**config.mk**
```make
export PLATFORM = sky130hd
export DESIGN_NAME = sparse_column_delta_encoder_unit
export DESIGN_NICKNAME = d
export VERILOG_FILES = /design/src/hw/rtl/sce_pkg.sv /design/src/hw/rtl/sce_ram.sv /design/src/hw/rtl/sce_rem.sv /design/src/hw/rtl/sparse_column_delta_encoder_unit.sv
export SDC_FILE = /design/constraint.sdc
export NUM_CORES = 2
export LEC_CHECK = 0
export ABC_AREA = 0
export BUFFER_PORTS_ARGS = -buffer_cell sky130_fd_sc_hd__clkbuf_2
export CAP_MARGIN = 20
export CORE_MARGIN = 10
export CORE_UTILIZATION = 40
export DETAILED_ROUTE_END_ITERATION = 8
export GPL_TIMING_DRIVEN = 0
export PLACE_DENSITY = 0.59
export SYNTH_ARGS = -nofsm -noshare
export SYNTH_HDL_FRONTEND = slang
export SYNTH_HIERARCHICAL = 1
export SYNTH_SLANG_ARGS = --single-unit
```
**constraint.sdc**
```tcl
create_clock -name clk -period 7.6 [get_ports clk]
set_input_delay 2.28 -clock clk [delete_from_list [all_inputs] [get_ports clk]]
set_output_delay 2.28 -clock clk [all_outputs]
set_load 0.1 [all_outputs]
```
**src/hw/rtl/sce_pkg.sv**
```systemverilog
// shared constants, types and word codes of the sparse column delta encoder
`timescale 1ns / 1ps

package sce_pkg;

	localparam int BUFFER_WORDS = 32;
	localparam int PAYLOAD_BITS = 28;

	localparam int IDX_W  = 60;
	localparam int WORD_W = 32;
	localparam int HDR_W  = WORD_W - PAYLOAD_BITS;
	localparam int BW_W   = 29;
	localparam int OFF_W  = 28;
	localparam int ADDR_W = (BUFFER_WORDS > 1) ? $clog2(BUFFER_WORDS) : 1;
	localparam int CNT_W  = $clog2(BUFFER_WORDS + 1);
	localparam int PAIR_W = PAYLOAD_BITS / 2;

	typedef logic [IDX_W-1:0]  idx_t;
	typedef logic [WORD_W-1:0] word_t;
	typedef logic [BW_W-1:0]   bw_t;
	typedef logic [OFF_W-1:0]  off_t;
	typedef logic [CNT_W-1:0]  cnt_t;
	typedef logic [ADDR_W-1:0] addr_t;
	typedef logic [HDR_W-1:0]  hdr_t;

	localparam hdr_t HDR_PAIR    = hdr_t'(9);
	localparam hdr_t HDR_SHORT   = hdr_t'(8);
	localparam hdr_t HDR_LONGROW = hdr_t'(10);
	localparam hdr_t HDR_LONGCOL = hdr_t'(6);

	localparam idx_t MAX14 = idx_t'((1 << PAIR_W) - 1);
	localparam idx_t MAX28 = idx_t'((64'd1 << PAYLOAD_BITS) - 64'd1);

	localparam bw_t BW_MIN   = bw_t'(64);
	localparam bw_t BW_MAX   = bw_t'(268435456);
	localparam bw_t BW_RESET = bw_t'(4194304);

	localparam logic MODE_ROW   = 1'b0;
	localparam logic MODE_FLUSH = 1'b1;

	localparam logic KIND_PAD  = 1'b0;
	localparam logic KIND_WORD = 1'b1;

	typedef enum logic [11:0] {
		ST_IDLE      = 12'b0000_0000_0001,
		ST_NORM      = 12'b0000_0000_0010,
		ST_DECIDE    = 12'b0000_0000_0100,
		ST_SINGLE    = 12'b0000_0000_1000,
		ST_SINGLE_LO = 12'b0000_0001_0000,
		ST_END_CHK   = 12'b0000_0010_0000,
		ST_EMIT_CALC = 12'b0000_0100_0000,
		ST_PAD       = 12'b0000_1000_0000,
		ST_HDR0      = 12'b0001_0000_0000,
		ST_HDR1      = 12'b0010_0000_0000,
		ST_WORDS     = 12'b0100_0000_0000,
		ST_FLUSH     = 12'b1000_0000_0000
	} state_t;

	// control and status of the offset remainder unit
	typedef struct packed {
		logic start;
	} rem_ctl_t;

	typedef struct packed {
		logic busy;
		logic done;
	} rem_sts_t;

endpackage

```
**src/hw/rtl/sce_ram.sv**
```systemverilog
// generic single-write, single-read ram with registered read data
`timescale 1ns / 1ps

module sce_ram #(
	parameter int WIDTH = 32,
	parameter int DEPTH = 32
) (
	input  logic                                   clk,
	input  logic                                   we,
	input  logic [((DEPTH > 1) ? $clog2(DEPTH) : 1)-1:0] waddr,
	input  logic [WIDTH-1:0]                       wdata,
	input  logic                                   re,
	input  logic [((DEPTH > 1) ? $clog2(DEPTH) : 1)-1:0] raddr,
	output logic [WIDTH-1:0]                       rdata
);

	logic [WIDTH-1:0] mem_q [DEPTH];
	logic [WIDTH-1:0] rdata_q;

	always_ff @(posedge clk) begin
		if (we) begin
			mem_q[waddr] <= wdata;
		end
		if (re) begin
			rdata_q <= mem_q[raddr];
		end
	end

	assign rdata = rdata_q;

endmodule

```
**src/hw/rtl/sce_rem.sv**
```systemverilog
// iterative restoring remainder, one dividend bit per cycle
`timescale 1ns / 1ps

module sce_rem import sce_pkg::*; (
	input  logic     clk,
	input  logic     arst_n,
	input  rem_ctl_t ctl,
	input  off_t     dividend,
	input  bw_t      divisor,
	output rem_sts_t sts,
	output off_t     result
);

	localparam int STEP_W = $clog2(OFF_W);

	logic              busy_q;
	logic              done_q;
	logic [STEP_W-1:0] step_q;
	bw_t               rem_q;
	off_t              div_q;
	bw_t               trial;

	assign trial = {rem_q[OFF_W-1:0], div_q[OFF_W-1]};

	always_ff @(posedge clk or negedge arst_n) begin
		if (!arst_n) begin
			busy_q <= 1'b0;
			done_q <= 1'b0;
			step_q <= '0;
		end else begin
			done_q <= 1'b0;
			if (ctl.start) begin
				busy_q <= 1'b1;
				step_q <= '0;
			end else if (busy_q) begin
				step_q <= step_q + STEP_W'(1);
				if (step_q == STEP_W'(OFF_W - 1)) begin
					busy_q <= 1'b0;
					done_q <= 1'b1;
				end
			end
		end
	end

	always_ff @(posedge clk) begin
		if (ctl.start) begin
			rem_q <= '0;
			div_q <= dividend;
		end else if (busy_q) begin
			rem_q <= (trial >= divisor) ? (trial - divisor) : trial;
			div_q <= {div_q[OFF_W-2:0], 1'b0};
		end
	end

	assign sts.busy = busy_q;
	assign sts.done = done_q;
	assign result   = rem_q[OFF_W-1:0];

endmodule

```
**src/hw/rtl/sparse_column_delta_encoder_unit.sv**
```systemverilog
// top level of the sparse column delta encoder: sequencer, buffer and output register
`timescale 1ns / 1ps

// Sparse column delta encoder. Row indices of one column arrive in ascending
// order, one item each, and are coded into 32-bit words (pairs of 14-bit
// deltas, single 28-bit deltas, or two-word long rows) that are written into a
// 32-entry word buffer in a one-port-write, one-port-read ram. A row item with
// column_end set drains the column: an optional zero-pad run so that the two
// column header words and the column do not cross a block_words boundary, the
// header, then the buffered words. A flush item emits one pad run up to the
// next boundary, or nothing at a boundary. Words beyond the buffer size are
// dropped and the column's results carry overflow. A row item that only pairs
// or parks its row passes through ST_DECIDE, one that codes a single row also
// through ST_SINGLE and ST_END_CHK (and ST_SINGLE_LO for a long row, the
// buffer takes one write a cycle); a column end item then codes any parked row
// and sets up the drain in ST_EMIT_CALC. The drain delivers one result per
// cycle while out_stall is low, fed from the ram through its registered read.
// A write to block_words starts a 28-step remainder pass that folds the block
// offset into the new block size; no item is accepted until the pass is done.
// Buffer writes and drain reads never overlap, so no forwarding is needed. The
// next item is accepted while a finished result still waits in the output register.

module sparse_column_delta_encoder_unit import sce_pkg::*; (
	input  logic        clk,
	input  logic        arst_n,
	// configuration
	input  logic        cfg_we,
	input  bw_t         cfg_wdata,
	// input items
	input  logic        in_valid,
	output logic        in_stall,
	input  logic        mode,
	input  idx_t        col_index,
	input  idx_t        row,
	input  logic        column_end,
	// result items
	output logic        out_valid,
	input  logic        out_stall,
	output logic        kind,
	output word_t       word,
	output bw_t         pad_count,
	output logic        last,
	output logic        overflow
);

	// control state
	state_t state_q;
	bw_t    block_words_q;
	logic   norm_req_q;
	logic   pend_valid_q;
	idx_t   pend_row_q;
	idx_t   prev_row_q;
	off_t   block_offset_q;
	off_t   off_raw_q;
	logic   ovf_flag_q;
	cnt_t   word_count_q;
	cnt_t   emit_wc_q;
	cnt_t   rd_idx_q;
	logic   rv_s1;
	logic   out_valid_q;

	// payload registers
	idx_t   row_q;
	idx_t   col_q;
	logic   col_end_q;
	idx_t   sgl_row_q;
	bw_t    pad_q;
	logic   ovf_emit_q;
	logic   last_s1;
	logic   kind_q;
	word_t  word_q;
	bw_t    pad_count_q;
	logic   last_q;
	logic   ovf_q;

	// effective block size, clamped to the legal range
	bw_t bw_eff;
	always_comb begin
		if (block_words_q < BW_MIN) begin
			bw_eff = BW_MIN;
		end else if (block_words_q > BW_MAX) begin
			bw_eff = BW_MAX;
		end else begin
			bw_eff = block_words_q;
		end
	end

	logic in_acc;
	assign in_stall = (state_q != ST_IDLE) || norm_req_q || cfg_we;
	assign in_acc   = in_valid && !in_stall;

	// output register is free when empty or being taken
	logic out_free;
	assign out_free = !out_valid_q || !out_stall;

	// pair test: both deltas nonnegative and below the 14-bit limit
	logic [IDX_W:0] d1_full, d2_full, ds_full;
	logic           pair_ok, short_ok;
	assign d1_full  = {1'b0, pend_row_q} - {1'b0, prev_row_q};
	assign d2_full  = {1'b0, row_q} - {1'b0, pend_row_q};
	assign pair_ok  = !d1_full[IDX_W] && (d1_full[IDX_W-1:0] < MAX14)
	               && !d2_full[IDX_W] && (d2_full[IDX_W-1:0] < MAX14);
	// single row test against the previous row
	assign ds_full  = {1'b0, sgl_row_q} - {1'b0, prev_row_q};
	assign short_ok = !ds_full[IDX_W] && (ds_full[IDX_W-1:0] < MAX28);

	// drain set-up arithmetic
	bw_t  need_sum;
	bw_t  pad_full;
	logic need_pad;
	assign need_sum = bw_t'(block_offset_q) + bw_t'(word_count_q) + bw_t'(2);
	assign pad_full = bw_eff - bw_t'(block_offset_q);
	assign need_pad = need_sum > bw_eff;

	// buffer writes
	logic  push_en;
	word_t push_word;
	logic  room;
	always_comb begin
		push_en   = 1'b0;
		push_word = '0;
		unique case (state_q)
			ST_DECIDE: begin
				if (pend_valid_q && pair_ok) begin
					push_en   = 1'b1;
					push_word = {HDR_PAIR, d1_full[PAIR_W-1:0], d2_full[PAIR_W-1:0]};
				end
			end
			ST_SINGLE: begin
				push_en = 1'b1;
				if (short_ok) begin
					push_word = {HDR_SHORT, ds_full[PAYLOAD_BITS-1:0]};
				end else begin
					push_word = {HDR_LONGROW, sgl_row_q[IDX_W-1:WORD_W]};
				end
			end
			ST_SINGLE_LO: begin
				push_en   = 1'b1;
				push_word = sgl_row_q[WORD_W-1:0];
			end
			default: begin
				push_en   = 1'b0;
				push_word = '0;
			end
		endcase
	end
	assign room = word_count_q < cnt_t'(BUFFER_WORDS);

	// drain read pipeline: ram output register is stage 1
	logic  rd_issue;
	logic  move_s1;
	logic  rd_phase;
	word_t ram_rdata;
	assign rd_phase = (state_q == ST_HDR0) || (state_q == ST_HDR1) || (state_q == ST_WORDS);
	assign move_s1  = (state_q == ST_WORDS) && rv_s1 && out_free;
	assign rd_issue = rd_phase && (rd_idx_q < emit_wc_q) && (!rv_s1 || move_s1);

	sce_ram #(
		.WIDTH (WORD_W),
		.DEPTH (BUFFER_WORDS)
	) u_buf (
		.clk   (clk),
		.we    (push_en && room),
		.waddr (word_count_q[ADDR_W-1:0]),
		.wdata (push_word),
		.re    (rd_issue),
		.raddr (rd_idx_q[ADDR_W-1:0]),
		.rdata (ram_rdata)
	);

	// offset fold after a block size change, always from the unfolded offset
	rem_ctl_t rem_ctl;
	rem_sts_t rem_sts;
	off_t     rem_result;
	assign rem_ctl.start = (state_q == ST_IDLE) && norm_req_q;

	sce_rem u_rem (
		.clk      (clk),
		.arst_n   (arst_n),
		.ctl      (rem_ctl),
		.dividend (off_raw_q),
		.divisor  (bw_eff),
		.sts      (rem_sts),
		.result   (rem_result)
	);

	// output register load
	logic  out_load;
	logic  ld_kind;
	word_t ld_word;
	bw_t   ld_pad;
	logic  ld_last;
	logic  ld_ovf;
	always_comb begin
		out_load = 1'b0;
		ld_kind  = KIND_WORD;
		ld_word  = '0;
		ld_pad   = '0;
		ld_last  = 1'b0;
		ld_ovf   = ovf_emit_q;
		unique case (state_q)
			ST_FLUSH: begin
				out_load = out_free && (block_offset_q != '0);
				ld_kind  = KIND_PAD;
				ld_pad   = pad_full;
				ld_last  = 1'b1;
				ld_ovf   = 1'b0;
			end
			ST_PAD: begin
				out_load = out_free;
				ld_kind  = KIND_PAD;
				ld_pad   = pad_q;
			end
			ST_HDR0: begin
				out_load = out_free;
				ld_word  = {HDR_LONGCOL, col_q[IDX_W-1:WORD_W]};
			end
			ST_HDR1: begin
				out_load = out_free;
				ld_word  = col_q[WORD_W-1:0];
				ld_last  = (emit_wc_q == '0);
			end
			ST_WORDS: begin
				out_load = move_s1;
				ld_word  = ram_rdata;
				ld_last  = last_s1;
			end
			default: begin
				out_load = 1'b0;
			end
		endcase
	end

	// sequencer
	always_ff @(posedge clk or negedge arst_n) begin
		if (!arst_n) begin
			state_q        <= ST_IDLE;
			block_words_q  <= BW_RESET;
			norm_req_q     <= 1'b0;
			pend_valid_q   <= 1'b0;
			pend_row_q     <= '0;
			prev_row_q     <= '0;
			block_offset_q <= '0;
			off_raw_q      <= '0;
			ovf_flag_q     <= 1'b0;
			word_count_q   <= '0;
			emit_wc_q      <= '0;
			rd_idx_q       <= '0;
			rv_s1          <= 1'b0;
			out_valid_q    <= 1'b0;
		end else begin
			if (cfg_we) begin
				block_words_q <= cfg_wdata;
			end

			if (push_en) begin
				if (room) begin
					word_count_q <= word_count_q + cnt_t'(1);
				end else begin
					ovf_flag_q <= 1'b1;
				end
			end

			if (rd_issue) begin
				rd_idx_q <= rd_idx_q + cnt_t'(1);
				rv_s1    <= 1'b1;
			end else if (move_s1) begin
				rv_s1 <= 1'b0;
			end

			if (out_load) begin
				out_valid_q <= 1'b1;
			end else if (!out_stall) begin
				out_valid_q <= 1'b0;
			end

			unique case (state_q)
				ST_IDLE: begin
					if (norm_req_q) begin
						state_q <= ST_NORM;
					end else if (in_acc) begin
						state_q <= (mode == MODE_FLUSH) ? ST_FLUSH : ST_DECIDE;
					end
				end
				ST_NORM: begin
					if (rem_sts.done) begin
						block_offset_q <= rem_result;
						state_q        <= ST_IDLE;
					end
				end
				ST_DECIDE: begin
					if (pend_valid_q && !pair_ok) begin
						pend_row_q <= row_q;
						state_q    <= ST_SINGLE;
					end else begin
						if (pend_valid_q) begin
							prev_row_q   <= row_q;
							pend_valid_q <= 1'b0;
						end else begin
							pend_row_q   <= row_q;
							pend_valid_q <= 1'b1;
						end
						state_q <= col_end_q ? ST_END_CHK : ST_IDLE;
					end
				end
				ST_SINGLE: begin
					if (short_ok) begin
						prev_row_q <= sgl_row_q;
						state_q    <= ST_END_CHK;
					end else begin
						state_q <= ST_SINGLE_LO;
					end
				end
				ST_SINGLE_LO: begin
					prev_row_q <= sgl_row_q;
					state_q    <= ST_END_CHK;
				end
				ST_END_CHK: begin
					if (!col_end_q) begin
						state_q <= ST_IDLE;
					end else if (pend_valid_q) begin
						pend_valid_q <= 1'b0;
						state_q      <= ST_SINGLE;
					end else begin
						state_q <= ST_EMIT_CALC;
					end
				end
				ST_EMIT_CALC: begin
					if (need_pad) begin
						block_offset_q <= off_t'(bw_t'(word_count_q) + bw_t'(2));
						off_raw_q      <= off_t'(bw_t'(word_count_q) + bw_t'(2));
						state_q        <= ST_PAD;
					end else begin
						block_offset_q <= (need_sum == bw_eff) ? '0 : need_sum[OFF_W-1:0];
						off_raw_q      <= (need_sum == bw_eff) ? '0 : need_sum[OFF_W-1:0];
						state_q        <= ST_HDR0;
					end
					emit_wc_q    <= word_count_q;
					word_count_q <= '0;
					ovf_flag_q   <= 1'b0;
					prev_row_q   <= '0;
					pend_row_q   <= '0;
					pend_valid_q <= 1'b0;
					rd_idx_q     <= '0;
				end
				ST_PAD: begin
					if (out_free) begin
						state_q <= ST_HDR0;
					end
				end
				ST_HDR0: begin
					if (out_free) begin
						state_q <= ST_HDR1;
					end
				end
				ST_HDR1: begin
					if (out_free) begin
						state_q <= (emit_wc_q == '0) ? ST_IDLE : ST_WORDS;
					end
				end
				ST_WORDS: begin
					if (move_s1 && last_s1) begin
						state_q <= ST_IDLE;
					end
				end
				ST_FLUSH: begin
					// a flush always restarts the offset, padded or not
					if (block_offset_q == '0) begin
						off_raw_q <= '0;
						state_q   <= ST_IDLE;
					end else if (out_free) begin
						block_offset_q <= '0;
						off_raw_q      <= '0;
						state_q        <= ST_IDLE;
					end
				end
				default: begin
					state_q <= ST_IDLE;
				end
			endcase

			// a size change folds the offset before the next item
			if (cfg_we) begin
				norm_req_q <= 1'b1;
			end else if (rem_ctl.start) begin
				norm_req_q <= 1'b0;
			end
		end
	end

	// payload registers
	always_ff @(posedge clk) begin
		if (in_acc) begin
			row_q     <= row;
			col_q     <= col_index;
			col_end_q <= column_end;
		end
		if ((state_q == ST_DECIDE) || (state_q == ST_END_CHK)) begin
			sgl_row_q <= pend_row_q;
		end
		if (state_q == ST_EMIT_CALC) begin
			pad_q      <= pad_full;
			ovf_emit_q <= ovf_flag_q;
		end
		if (rd_issue) begin
			last_s1 <= (rd_idx_q + cnt_t'(1)) == emit_wc_q;
		end
		if (out_load) begin
			kind_q      <= ld_kind;
			word_q      <= ld_word;
			pad_count_q <= ld_pad;
			last_q      <= ld_last;
			ovf_q       <= ld_ovf;
		end
	end

	assign out_valid = out_valid_q;
	assign kind      = kind_q;
	assign word      = word_q;
	assign pad_count = pad_count_q;
	assign last      = last_q;
	assign overflow  = ovf_q;

	// buffer fill never passes its depth
	a_count_bound: assert property (@(posedge clk) disable iff (!arst_n)
		word_count_q <= cnt_t'(BUFFER_WORDS))
		else $error("word count beyond buffer depth");

	// offset stays inside the block once folded
	a_offset_in_block: assert property (@(posedge clk) disable iff (!arst_n)
		(state_q == ST_IDLE && !norm_req_q) |-> (bw_t'(block_offset_q) < bw_eff))
		else $error("block offset not below block size");

	// drain reads and coding writes never share a cycle
	a_no_rw_overlap: assert property (@(posedge clk) disable iff (!arst_n)
		rd_issue |-> !push_en)
		else $error("buffer read during coding write");

	// read stage holds data only while draining
	a_read_stage_drain: assert property (@(posedge clk) disable iff (!arst_n)
		rv_s1 |-> (state_q == ST_HDR0 || state_q == ST_HDR1 || state_q == ST_WORDS))
		else $error("read stage busy outside drain");

endmodule

```
# --- After elaboration in Yosys (flattened, before gate mapping) ---
# Memories as Yosys holds them, arrays and structs flattened. A register that Yosys moved wholly into a read port is not among the register bits.
# Index checks and enable logic that the tools add are counted.
classes:
  eq_ne: 32
  mux: 76
  add_sub_neg: 11
  magnitude_cmp: 9
  n_reduce_logical: 55
ops:
  columns: ["cell", "n"]
  rows:
  - ["2-to-1 mux 60 bit", 5]
  - ["2-to-1 mux 28 bit", 9]
  - ["case mux 60 bit (4 select lines)", 1]
  - ["case mux 32 bit (3 select lines)", 2]
  - ["subtractor 60 x 60 -> 61 bit", 3]
  - ["case mux 12 bit (12 select lines)", 1]
  - ["less-than comparator 60 x 14 -> 1 bit, second input constant", 2]
  - ["2-to-1 mux 12 bit", 10]
  - ["case mux 60 bit (2 select lines)", 1]
  - ["case mux 28 bit (3 select lines)", 1]
  - ["less-than comparator 60 x 28 -> 1 bit, second input constant", 1]
  - ["2-to-1 mux 29 bit", 2]
  - ["case mux 29 bit (2 select lines)", 1]
  - ["case mux 28 bit (2 select lines)", 1]
  - ["2-to-1 mux 6 bit", 8]
  - ["2-to-1 mux 32 bit", 1]
  - ["2-to-1 mux 30 bit", 1]
  - ["adder 28 x 6 -> 29 bit", 1]
  - ["adder 29 x 2 -> 29 bit, second input constant", 1]
  - ["equality test 29 bit", 1]
  - [">= comparator 29 bit", 1]
  - ["greater-than comparator 29 bit", 1]
  - ["greater-than comparator 29 bit, second input constant", 1]
  - ["less-than comparator 29 x 7 -> 1 bit, second input constant", 1]
  - ["other kinds (47)", 126]
word_totals:
  wordCells: 215
  inputBits: 156
  reg_bits: 579
  n_memories: 1
  output_inout_bits: 66
  ramBits: 1024
mem_list:
  columns: ["memory", "words", "width", "rd", "rd_clocked_by_memory_dff", "write_ports", "line", "text"]
  rows:
  - ["u_buf.mem_q", 32, 32, 1, 1, 1, "sce_ram.sv:17", "logic [WIDTH-1:0] mem_q [DEPTH];"]

# --- Depth between registers and ports, before layout ---
depth:
  word_depth: 11
  depth_mapped: 33
  depth_no_buf: 31

# --- Hierarchy ---
# Netlist, hierarchy kept.
by_module_without_submodules:
  columns: ["mod", "instances", "cells_each", "area_each_um2", "seq_area_each_um2"]
  rows:
  - ["sce_ram", 1, 2260, 40812.9, 31710.4]
  - ["sparse_column_delta_encoder_unit", 1, 3953, 36378.6, 14296.2]
  - ["sce_rem", 1, 478, 4545.6, 1576.5]

# --- Worst setup path before layout ---
# No wires, ideal clock.
synth_timing:
  kind: "input -> register"
  start: "input port cfg_we"
  end: "register col_end_q, enable pin"
  slack_ns: -0.942
  arrival_time_ns: 7.926
  path_stages: 3
  path_buffers: 1
  required_time_ns: 6.985
  setup_time_ns: 0.615
  cell_sequence: "clkbuf_1 -> nor2b_1 -> nor2b_1"
synth_via:
  elab_chain_cells: 3
synth_rtl:
  columns: ["item", "line", "text"]
  rows:
  - ["from (decl)", "sparse_column_delta_encoder_unit.sv:27", "input logic cfg_we,"]
  - ["logical OR 1 bit", "sparse_column_delta_encoder_unit.sv:89", "assign in_stall = (state_q != ST_IDLE) || norm_req_q || cfg_we;"]
  - ["logical NOT 1 bit", "sparse_column_delta_encoder_unit.sv:90", "assign in_acc = in_valid && !in_stall;"]
  - ["logical AND 1 bit", "sparse_column_delta_encoder_unit.sv:90", null]
  - ["net in_acc", "sparse_column_delta_encoder_unit.sv:88", "logic in_acc;"]
  - ["to (signal assigned)", "sparse_column_delta_encoder_unit.sv:396", "col_end_q <= column_end;"]
  - ["to (decl)", "sparse_column_delta_encoder_unit.sv:65", "logic col_end_q;"]
# The timed path passes the listed nets, and every way through them passes these cells.
# A chain may end at the register's enable or synchronous reset.

# --- Worst setup path after layout ---
layout_timing:
  start: "register pend_row_q[0]"
  end: "memory u_buf.mem_q[0][11], enable pin"
layout_via:
  elab_chain_cells: 11
  elab_cells_between_ends: 15
  classes_between: "2 x add/sub; 2 x order compare; 4 x mux; 7 x reduce/logical"
layout_rtl:
  columns: ["item", "line", "text"]
  rows:
  - ["from (decl)", "sparse_column_delta_encoder_unit.sv:51", "idx_t pend_row_q;"]
  - ["from (signal assigned)", "sparse_column_delta_encoder_unit.sv:293", "pend_row_q <= row_q;"]
  - ["from (signal assigned)", "sparse_column_delta_encoder_unit.sv:300", "pend_row_q <= row_q;"]
  - ["subtractor 60 x 60 -> 61 bit", "sparse_column_delta_encoder_unit.sv:99", "assign d1_full = {1'b0, pend_row_q} - {1'b0, prev_row_q};"]
  - ["less-than comparator 60 x 14 -> 1 bit / logical NOT 1 bit (equally long branches)", "sparse_column_delta_encoder_unit.sv:101", "assign pair_ok = !d1_full[IDX_W] && (d1_full[IDX_W-1:0] < MAX14)"]
  - ["logical AND 1 bit", "sparse_column_delta_encoder_unit.sv:101", null]
  - ["logical AND 1 bit", "sparse_column_delta_encoder_unit.sv:102", "&& !d2_full[IDX_W] && (d2_full[IDX_W-1:0] < MAX14);"]
  - ["logical AND 1 bit (*)", "sparse_column_delta_encoder_unit.sv:102", null]
  - ["logical AND 1 bit (*)", "sparse_column_delta_encoder_unit.sv:124", "if (pend_valid_q && pair_ok) begin"]
  - ["2-to-1 mux 1 bit (*)", "sparse_column_delta_encoder_unit.sv:124", null]
  - ["case mux 1 bit (2 select lines) (*)", "sparse_column_delta_encoder_unit.sv:122", "unique case (state_q)"]
  - ["logical AND 1 bit (*)", "sparse_column_delta_encoder_unit.sv:163", ".we (push_en && room),"]
  - ["2-to-1 mux 1 bit (*)", "sce_ram.sv:21", "if (we) begin"]
  - ["2-to-1 mux 1 bit (implied by the code) (*)", "sce_ram.sv:22", "mem_q[waddr] <= wdata;"]
  - ["to (decl)", "sce_ram.sv:17", null]
# Every way passes the cells marked *; elsewhere a longest branch is shown, timed or not.

==> metrics <==
status finished clean; Detailed Place HPWL 205000 um; CTS buffer count 176; largest net degree at the start of global routing 89; Max Root-Sink Buffers 3; clk sinks 1635; first-pass GRT wire length 392000 um; cell area after synthesis 81700 um2; Slew @ Worst Pin 1.18 ns; crit path from pend_row_q[0]; HP Start off_raw_q[14]; clock latency on the worst-skew pair 0.84 ns; FMAX 135 MHz; Slew Limit Fails 0; H-tree depth 4; RSZ-0062 raised after global routing false; Clock Pin Slew Worst Setup and Hold Paths 0.06 ns; chip width 472 um; I/O pin count 222; multi-input logic area 31900 um2; remaining routing DRC violations 0; Core Region 203000 um2; initial antenna violation count 11; Via-to-Cell Ratio 5.84; Leak 36.1 nW; Yosys warnings 6; CTS Root Cell clkbuf_16; # setup viols final 0; final wirelength 271000 um; Fillers 18200; die area 223000 um2; I/O Buffers 220; Total Nets Final 7658; Routed Antenna Nets 0; FP Rows 165; Final Hold Fails 0; layout cells sized above 1 12.7%; vias in the first global route 57000; remaining global-route overflow 0; Worst EP required 8.07 ns; Post-DP Area 88600 um2; Cells after Synth 6690; CP Capture Type flip-flop; Initial DRC Count 6284; Worst slew margin 21.2%; Detailed Routing Iterations Pass 1 6; critical path type reg -> reg; syn_area_per_cell 12.2 um2; drt wl/cell 27.0 um; chip height 472 um; post-route cell area 95000 um2; Tcrit/Tclk final 97.7%; Critical R2R Launch pend_row_q[0]; DR vias 58600; Synthesized Nets 7140; CTS tree built; Hold Path Class reg -> reg; setup skew after layout 0.0808 ns; critical-path maximum fanout 22; GP Congestion 0.958; Starting Density 40.3%; CP Launch Type flip-flop; Final Core Density 46.8%; register area 47600 um2; peak supply drop 0.000243 V; crit path time final 7.42 ns; Max Cap Viol 0; Critical Path AT 7.90 ns; Area Overhead vs Synth 16.2%; PD cells 336 nW/um2; GRT Resource Usage Total 23.4%
cell type report:
type / instances / area share, %
clock inverter: 82 / 1.08
multi-input combinational: 4355 / 33.6
antenna: 8 / 0.0211
timing repair buffer: 341 / 3.40
sequential: 1635 / 50.1
tap: 2672 / 3.52
inverter: 347 / 1.38
clock buffer: 240 / 5.02
buffer: 352 / 1.86
cells in the final DEF (no fill, tap or decap), types with 57 or more instances in the layout:
cell type / count
edfxtp_1: 1360
mux2i_1: 642
a21oi_1: 487
nand2_1: 449
inv_1: 345
ha_1: 288
nor2_1: 274
clkbuf_1: 270
dfrtp_1: 244
clkbuf_2: 224
o21ai_0: 219
nand3_1: 180
clkbuf_16: 177
a22o_1: 157
a21o_1: 120
nor3_1: 115
xnor2_1: 114
a22oi_1: 101
nand4_1: 91
and3_1: 85
a211oi_1: 69
a31oi_1: 69
buf_4: 69
xor2_1: 67
mux2_2: 66
buf_12: 57
path summary, 6_finish.rpt:
check	end	depth (start not counted)	slack, ns
worst max-delay path	u_buf/mem_q[0][11]	21	0.18
worst min-delay path	off_raw_q[14]	1	0.47
worst max register to register	u_buf/mem_q[0][11]	21	0.18
worst min register to register	off_raw_q[14]	1	0.47
max in group asynchronous	block_words_q[15]	2	5.06
min in group asynchronous	pend_row_q[24]	1	1.54
flip-flops by register name (all words and copies together), names as in the netlist, 29 cells and up:
signal         cells
u_buf/mem_q     1024
col_q             60
pend_row_q        60
prev_row_q        60
row_q             60
sgl_row_q         60
u_buf/rdata       32
word              32
block_words_q     29
pad_count         29
pad_q             29
per-stage QoR:
stage	hold slack, ns	cells	setup slack [ns]	TNS [ns]	power (mW)
finish	0.472	10000	0.176	0	31.9
global route	0.498	10000	0.0299	0	33.4
CTS	0.473	10000	0.00789	0	31.8
detailed placement	0.459	9663	-1.49	-1434.39	23.2
global placement	0.452	9582	-3.53	-5740.39	23.1
floorplan	0.426	6690	0.726	0	19.0
routing by layer:
layer / GRT usage, % / up-vias / share of wire [%]
met2: 37.4 / 2192 / 46
met3: 3.70 / 436 / 6.8
met5: 0.405 / - / 0.081
met4: 7.61 / 14 / 3.6
li1: - / 26600 / -
met1: 32.6 / 29400 / 44
worst max-delay path: stages (launching register included):
cell	delay [ns]
dfrtp_1	0.41
inv_1	0.06
ha_1	0.24
fa_1	0.43
nor2b_1	0.31
o2111ai_1	0.20
a211oi_1	0.40
o21ai_1	0.34
a21o_1	0.31
a2111oi_0	0.65
nand4_1	0.25
a211oi_1	0.41
nor4b_1	0.34
nand4_1	0.22
a2111oi_4	0.32
buf_12	0.18
nand4_4	0.29
a21oi_4	0.38
buf_4	0.17
or3b_2	0.69
nor2_4	0.26
buf_12	0.22
report_power, final:
part           total (mW)  switching (mW)  internal (mW)
combinational        12.6            8.40           4.22
clock                8.50            3.67           4.83
sequential           10.8           0.591           10.2
total                31.9            12.7           19.3
timing repair:
| action | in CTS | in global routing |
|---|---|---|
| hold buffers | 0 | 0 |
| pin swaps | 16 | 2 |
| buffers inserted | 31 | 5 |
| setup endpoints to repair | 2021 | 406 |
| resized for setup | 15 | 15 |
No activity file was read; power rests on OpenSTA's default activity.
